File: src/sbpa_pkg.sv
`timescale 1ns / 1ps
// ----------------------------------------------------------------------------
// Small block pool allocator package
// Shared constants, codes, payload and controller interface types.
// ----------------------------------------------------------------------------
package sbpa_pkg;

  localparam int unsigned POOL_CHUNKS = 16;
  localparam int unsigned CHUNK_WORDS = 8;
  localparam int unsigned IDX_W       = $clog2(POOL_CHUNKS);
  localparam int unsigned CNT_W       = $clog2(POOL_CHUNKS + 1);

  localparam logic OP_ALLOC = 1'b0;
  localparam logic OP_FREE  = 1'b1;

  typedef enum logic [2:0] {
    ST_GRANTED        = 3'd0,
    ST_FALLBACK_ALLOC = 3'd1,
    ST_FREED          = 3'd2,
    ST_FALLBACK_FREE  = 3'd3,
    ST_DOUBLE_FREE    = 3'd4
  } status_e;

  typedef enum logic [1:0] {
    FSM_IDLE,
    FSM_EVAL,
    FSM_SCAN,
    FSM_RESULT
  } fsm_e;

  typedef struct packed {
    logic        operation;
    logic [31:0] request_size;
    logic        in_pool;
    logic [3:0]  free_chunk;
  } req_t;

  typedef struct packed {
    logic [2:0] status;
    logic [3:0] chunk_index;
    logic [4:0] used_count;
  } res_t;

  typedef struct packed {
    logic load;
    logic eval;
    logic scan;
    logic commit;
  } cmd_t;

  typedef struct packed {
    logic grantable;
    logic scan_hit;
  } stat_t;

endpackage

File: src/sbpa_ctrl.sv
`timescale 1ns / 1ps
// ----------------------------------------------------------------------------
// Small block pool allocator controller
// Sequences load, evaluate, next-fit scan and result commit per request.
// ----------------------------------------------------------------------------
module sbpa_ctrl (
  input  logic           clk_i,
  input  logic           rst_ni,
  input  logic           in_valid_i,
  output logic           in_stall_o,
  output logic           out_valid_o,
  input  logic           out_stall_i,
  input  sbpa_pkg::stat_t stat_i,
  output sbpa_pkg::cmd_t  cmd_o
);

  sbpa_pkg::fsm_e state_q, state_d;
  logic           out_valid_q, out_valid_d;
  logic           slot_free;

  assign slot_free = !out_valid_q || !out_stall_i;

  always_comb begin
    state_d = state_q;
    case (state_q)
      sbpa_pkg::FSM_IDLE: begin
        if (in_valid_i) state_d = sbpa_pkg::FSM_EVAL;
      end
      sbpa_pkg::FSM_EVAL: begin
        state_d = stat_i.grantable ? sbpa_pkg::FSM_SCAN : sbpa_pkg::FSM_RESULT;
      end
      sbpa_pkg::FSM_SCAN: begin
        if (stat_i.scan_hit) state_d = sbpa_pkg::FSM_RESULT;
      end
      sbpa_pkg::FSM_RESULT: begin
        if (slot_free) state_d = sbpa_pkg::FSM_IDLE;
      end
      default: state_d = sbpa_pkg::FSM_IDLE;
    endcase
  end

  always_comb begin
    cmd_o      = '0;
    in_stall_o = 1'b1;
    case (state_q)
      sbpa_pkg::FSM_IDLE: begin
        in_stall_o = 1'b0;
        cmd_o.load = in_valid_i;
      end
      sbpa_pkg::FSM_EVAL:   cmd_o.eval = 1'b1;
      sbpa_pkg::FSM_SCAN:   cmd_o.scan = 1'b1;
      sbpa_pkg::FSM_RESULT: cmd_o.commit = slot_free;
      default:              cmd_o = '0;
    endcase
  end

  always_comb begin
    out_valid_d = out_valid_q;
    if (cmd_o.commit) begin
      out_valid_d = 1'b1;
    end else if (!out_stall_i) begin
      out_valid_d = 1'b0;
    end
  end

  always_ff @(posedge clk_i or negedge rst_ni) begin
    if (!rst_ni) begin
      state_q     <= sbpa_pkg::FSM_IDLE;
      out_valid_q <= 1'b0;
    end else begin
      state_q     <= state_d;
      out_valid_q <= out_valid_d;
    end
  end

  assign out_valid_o = out_valid_q;

endmodule

File: src/sbpa_datapath.sv
`timescale 1ns / 1ps
// ----------------------------------------------------------------------------
// Small block pool allocator datapath
// Holds the used flags, search position, chunk count and result register.
// ----------------------------------------------------------------------------
module sbpa_datapath #(
  parameter int unsigned ChunkWords = sbpa_pkg::CHUNK_WORDS
) (
  input  logic            clk_i,
  input  logic            rst_ni,
  input  sbpa_pkg::req_t  in_req_i,
  input  sbpa_pkg::cmd_t  cmd_i,
  output sbpa_pkg::stat_t stat_o,
  output sbpa_pkg::res_t  out_res_o
);

  localparam int unsigned IdxW = sbpa_pkg::IDX_W;
  localparam int unsigned CntW = sbpa_pkg::CNT_W;
  localparam logic [31:0] SizeLimit = 32'(4 * ChunkWords);
  localparam logic [IdxW-1:0] LastIdx = IdxW'(sbpa_pkg::POOL_CHUNKS - 1);

  sbpa_pkg::req_t                 req_q;
  logic [sbpa_pkg::POOL_CHUNKS-1:0] flags_q, flags_d;
  logic [IdxW-1:0]                search_q, search_d;
  logic [CntW-1:0]                count_q, count_d;
  logic [IdxW-1:0]                scan_q;
  sbpa_pkg::status_e              res_status_q, eval_status;
  logic [IdxW-1:0]                res_idx_q, eval_idx;
  sbpa_pkg::res_t                 out_q;
  logic                           fits, full, idx_ok;

  assign fits   = req_q.request_size <= SizeLimit;
  assign full   = count_q >= CntW'(sbpa_pkg::POOL_CHUNKS);
  assign idx_ok = 32'(req_q.free_chunk) < sbpa_pkg::POOL_CHUNKS;

  assign stat_o.grantable = (req_q.operation == sbpa_pkg::OP_ALLOC) && fits && !full;
  assign stat_o.scan_hit  = !flags_q[scan_q];

  always_comb begin
    eval_status = sbpa_pkg::ST_FALLBACK_ALLOC;
    eval_idx    = '0;
    if (req_q.operation == sbpa_pkg::OP_FREE) begin
      if (!req_q.in_pool || !idx_ok) begin
        eval_status = sbpa_pkg::ST_FALLBACK_FREE;
      end else if (!flags_q[req_q.free_chunk]) begin
        eval_status = sbpa_pkg::ST_DOUBLE_FREE;
      end else begin
        eval_status = sbpa_pkg::ST_FREED;
        eval_idx    = req_q.free_chunk;
      end
    end
  end

  always_comb begin
    flags_d  = flags_q;
    search_d = search_q;
    count_d  = count_q;
    case (res_status_q)
      sbpa_pkg::ST_GRANTED: begin
        flags_d[res_idx_q] = 1'b1;
        search_d           = res_idx_q;
        count_d            = count_q + CntW'(1);
      end
      sbpa_pkg::ST_FREED: begin
        flags_d[res_idx_q] = 1'b0;
        search_d           = res_idx_q;
        if (count_q != '0) count_d = count_q - CntW'(1);
      end
      default: ;
    endcase
  end

  always_ff @(posedge clk_i) begin
    if (cmd_i.load) req_q <= in_req_i;
    if (cmd_i.eval) begin
      res_status_q <= eval_status;
      res_idx_q    <= eval_idx;
      scan_q       <= search_q;
    end
    if (cmd_i.scan) begin
      if (!flags_q[scan_q]) begin
        res_status_q <= sbpa_pkg::ST_GRANTED;
        res_idx_q    <= scan_q;
      end else begin
        scan_q <= (scan_q == LastIdx) ? '0 : scan_q + IdxW'(1);
      end
    end
    if (cmd_i.commit) begin
      out_q.status      <= res_status_q;
      out_q.chunk_index <= res_idx_q;
      out_q.used_count  <= count_d;
    end
  end

  always_ff @(posedge clk_i or negedge rst_ni) begin
    if (!rst_ni) begin
      flags_q  <= '0;
      search_q <= '0;
      count_q  <= '0;
    end else if (cmd_i.commit) begin
      flags_q  <= flags_d;
      search_q <= search_d;
      count_q  <= count_d;
    end
  end

  assign out_res_o = out_q;

endmodule

File: src/small_block_pool_allocator.sv
`timescale 1ns / 1ps
// ----------------------------------------------------------------------------
// Small block pool allocator
// Next-fit allocator for a pool of fixed-size chunks with one used flag each.
// ----------------------------------------------------------------------------
// Input channel: in_valid_i / in_stall_o carry one allocate or free request.
// Output channel: out_valid_o / out_stall_i carry one result per request:
// status, chunk index and the pool use count after the request.
// One request is in work at a time. A request is taken only while the
// controller is idle; it is then evaluated, scanned if it is a grantable
// allocate, and written to the output register.
// After acceptance a request is evaluated; a grant then adds a scan that
// steps over the used chunks from the search position (the scan tests one
// flag per cycle) before the result is valid. A new request is taken the
// cycle after the result is written, so requests never overlap in work.
// A stalled result holds in the output register; the next request is still
// taken and worked on, and waits for the register before it is written.
// Reset clears all used flags, the search position and the count at once.
// ----------------------------------------------------------------------------
module small_block_pool_allocator #(
  parameter int unsigned ChunkWords = sbpa_pkg::CHUNK_WORDS
) (
  input  logic           clk_i,
  input  logic           rst_ni,
  input  logic           in_valid_i,
  output logic           in_stall_o,
  input  sbpa_pkg::req_t in_req_i,
  output logic           out_valid_o,
  input  logic           out_stall_i,
  output sbpa_pkg::res_t out_res_o
);

  sbpa_pkg::cmd_t  cmd;
  sbpa_pkg::stat_t stat;

  sbpa_ctrl u_ctrl (
    .clk_i       (clk_i),
    .rst_ni      (rst_ni),
    .in_valid_i  (in_valid_i),
    .in_stall_o  (in_stall_o),
    .out_valid_o (out_valid_o),
    .out_stall_i (out_stall_i),
    .stat_i      (stat),
    .cmd_o       (cmd)
  );

  sbpa_datapath #(
    .ChunkWords (ChunkWords)
  ) u_datapath (
    .clk_i     (clk_i),
    .rst_ni    (rst_ni),
    .in_req_i  (in_req_i),
    .cmd_i     (cmd),
    .stat_o    (stat),
    .out_res_o (out_res_o)
  );

  a_busy_after_accept : assert property (@(posedge clk_i) disable iff (!rst_ni)
    in_valid_i && !in_stall_o |=> in_stall_o)
    else $error("request accepted while previous one still in work");

  a_count_bound : assert property (@(posedge clk_i) disable iff (!rst_ni)
    out_valid_o |-> 32'(out_res_o.used_count) <= sbpa_pkg::POOL_CHUNKS)
    else $error("used count exceeds pool size");

  a_index_zero : assert property (@(posedge clk_i) disable iff (!rst_ni)
    out_valid_o && out_res_o.status != sbpa_pkg::ST_GRANTED &&
    out_res_o.status != sbpa_pkg::ST_FREED |-> out_res_o.chunk_index == '0)
    else $error("chunk index set on a fallback or double free result");

  a_grant_not_full : assert property (@(posedge clk_i) disable iff (!rst_ni)
    out_valid_o && out_res_o.status == sbpa_pkg::ST_GRANTED |->
    out_res_o.used_count != '0)
    else $error("grant reported with an empty pool count");

endmodule
File: config.mk
export PLATFORM = sky130hd
export DESIGN_NAME = small_block_pool_allocator
export DESIGN_NICKNAME = d
export VERILOG_FILES = /design/src/sbpa_pkg.sv /design/src/sbpa_ctrl.sv /design/src/sbpa_datapath.sv /design/src/small_block_pool_allocator.sv
export SDC_FILE = /design/constraint.sdc
export NUM_CORES = 1
export LEC_CHECK = 0
export ABC_AREA = 1
export ABC_CLOCK_PERIOD_IN_PS = 2300
export BUFFER_PORTS_ARGS = -buffer_cell sky130_fd_sc_hd__buf_2
export CAP_MARGIN = 20
export CORE_ASPECT_RATIO = 2
export CORE_MARGIN = 1
export CORE_UTILIZATION = 57
export DETAILED_ROUTE_END_ITERATION = 6
export PLACE_DENSITY = 0.83
export SYNTH_ARGS = -nofsm -noshare
export SYNTH_HDL_FRONTEND = slang
export SYNTH_HIERARCHICAL = 1
export SYNTH_SLANG_ARGS = --single-unit
File: constraint.sdc
create_clock -name clk_i -period 2.3 [get_ports clk_i]
set_input_delay 0.23 -clock clk_i [delete_from_list [all_inputs] [get_ports clk_i]]
set_output_delay 0.23 -clock clk_i [all_outputs]
set_load 0.03 [all_outputs]
==> reports/summary.txt <==
status = finished clean
CP Capture Type = flop
unrepaired setup endpoints after global routing = false
CP required = 2540 ps
Tcrit/Tclk final = 0.804
Die W = 61.6 microns
register area share after synthesis = 0.598
H-Tree Depth = 3
num rows = 43
critical path arrival = 2090 ps
hold crit path type = in2reg
Hold Buf Count CTS = 1
maximum clock frequency = 541 MHz
worst hold stages = 1
Root Driver = clkbuf_16
CTS tree = done
share of cells above drive strength 1 = 0.202
final setup fails = 0
Mapped Area = 4050 sq um
largest family of logic cells by synthesized area = simple AND/OR/NAND/NOR gates
initial antenna violation count = 0
Mapped Cells = 412
DIE AREA = 7470 sq um
core footprint = 6890 sq um
Nets = 526
Worst-Margin Slew = 665 ps
latest clock arrival within the worst-skew pair = 340 ps
pwr dens = 1370 nW/um^2
Area Growth Syn to Fin = 17.0%
mux share of post-synthesis cell area = 0.00247
Max Buffers Root-to-Sink = 2
hold path endpoint = u_datapath/req_q[18]
starting density of the core = 0.588
Synth Area in XOR/XNOR = 0.0108
half-perimeter wire length after placement = 6400 microns
RR Startpoint = u_ctrl/state_q[0]
vias in the first global route = 3178
Reg clk slew, reported paths = 60 ps
min Tclk post-route = 1850 ps
total CTS buffers = 9
number of synthesized flops with an enable pin = 50
drt pass-1 iters = 5
skew final = 4.75 ps
Antenna diodes = 0
pin count of the biggest net entering global routing = 39
IO Pins = 56
Synth Area in Compound Gates = 0.0905
ys flop type = edfxtp_1
asr flop ratio synth = 0.315
Setup Buffers After CTS = 0
simple-gate area share of the yosys netlist = 0.210
GPL Wtd Cong = 0.968
WS Path Type = reg2reg
syn_nets = 462
reg2reg setup slack = 450 ps
synth unique cells = 37
Via-to-Cell Ratio = 5.53
Avg WL per Cell = 15.4 microns
IO Port Bufs = 55
adder-cell share of the synthesized area = 0.0247
Ys Warns = 6
CP startpoint kind = flop
max_cap viols = 0
CP Max Fanout = 12
Avg Inst Size Synth = 9.84 sq um
Hold Violations, Final = 0
Total GRT Usage = 0.271
Yosys reg bits = 89
drt first-iter violations = 168
relative slew slack = 0.557
Detail Route Antenna Nets = 0
first-pass GRT wire length = 14100 microns
max-slew violations = 0
hold_sp = in_req_i[18]
WL final = 8800 microns
peak supply drop = 0.000901 V
Die Ht = 121 microns
Worst Reg-to-Reg Cells = 7
routed vias = 3157
global route overflow = 0
clk sink count = 89
total power = 6510 uW
drt drc = 0
post_cts resized = 0
Setup TNS = 0 ps
Pleak = 0.00209 uW
[logic make-up (layout without fill, tap and decap cells)]
family	count (synthesis)	count (layout)
simple gates	180	180
fa+ha+maj	8	8
mux	1	1
flops	89	89
compound gates	66	66
xor+xnor	5	5
buf+inv	63	132
[how the worst max path moves through the flow]
stage                               startpoint             endpoint  slack [ps]  cells past startpoint
final                        u_ctrl/state_q[0]                 flop         450                      7
after global routing         u_ctrl/state_q[1]                 flop         300                      7
after CTS                    u_ctrl/state_q[1]                 flop         470                      7
after detailed placement  u_datapath/scan_q[0]    u_ctrl/state_q[1]         510                     14
after global placement    u_datapath/scan_q[0]    u_ctrl/state_q[0]         570                     13
after floorplan              u_ctrl/state_q[0]  u_datapath/req_q[0]         390                      4
[stage by stage]
step                      area (sq um)  std cells  hold WS (ps)   util  setup slack [ps]
after global routing              4740        571          49.1  0.689               301
after detailed placement          4420        554           298  0.642               512
after CTS                         4740        571          49.6  0.689               474
final                             4740        571          60.4  0.689               450
after floorplan                   4050        412         -65.6      -               386
after global placement            4420        554           290  0.642               571
[power by group]
part	internal [uW]	switching [uW]	total, uW
logic	733	1540	2270
clock network	943	562	1500
registers	2280	456	2730
[critical path, cell delays in order (launching register included)]
cell	delay, ps
dfrtp_1	420
ha_1	210
inv_1	90
a21oi_2	260
nand2_4	180
nor3_4	280
a21oi_1	100
a31oi_1	210
[final cells by class]
| class | count | area (sq um) |
|---|---|---|
| Tap cell | 90 | 113 |
| Multi-Input combinational cell | 260 | 1370 |
| Inverter | 57 | 214 |
| Timing Repair Buffer | 59 | 308 |
| Clock inverter | 6 | 82.6 |
| Sequential cell | 89 | 2420 |
| Clock buffer | 10 | 229 |
| Fill cell | 565 | 2140 |
[placed cells by master, fill, tap and decap left out, types with 4 or more instances in the layout]
cell / synthesis / final
xor2_1: 5 / 5
inv_1: 49 / 49
o21ai_0: 17 / 17
nand2_1: 87 / 87
ha_1: 8 / 8
edfxtp_1: 50 / 50
nand2_2: 7 / 7
nor4_1: 7 / 7
nand3_1: 32 / 32
nor2_1: 32 / 32
buf_2: 1 / 55
dfxtp_1: 11 / 11
a21oi_1: 25 / 24
o211ai_1: 4 / 4
clkbuf_16: 0 / 9
clkinv_1: 2 / 4
a31oi_1: 15 / 15
inv_2: 6 / 6
dfrtp_1: 28 / 28
[synthesized netlist by cell type (2+ instances only)]
cell / instances / share of area
edfxtp_1: 50 / 0.37
o211ai_1: 4 / 0.0074
buf_4: 2 / 0.0037
nor2_2: 2 / 0.0031
nand3_1: 32 / 0.040
inv_1: 49 / 0.045
ha_1: 8 / 0.025
o21ai_0: 17 / 0.021
nand2_2: 7 / 0.011
a21oi_1: 25 / 0.031
o21ai_1: 2 / 0.0025
buf_6: 2 / 0.0056
nor2_1: 32 / 0.030
clkinv_1: 2 / 0.0019
nand2_1: 87 / 0.081
a31oi_1: 15 / 0.023
dfxtp_1: 11 / 0.054
nor4_1: 7 / 0.011
or2_2: 2 / 0.0031
dfrtp_1: 28 / 0.17
nor3_4: 3 / 0.012
xor2_1: 5 / 0.011
inv_2: 6 / 0.0056
[layer usage]
layer,wire length (microns),track usage,vias up
met1,2910,0.258,1463
met3,434,0.0682,50
li1,-,-,1518
met2,4740,0.459,126
met5,0,0,-
met4,712,0.219,0
Power figures use the tool's default switching activity.
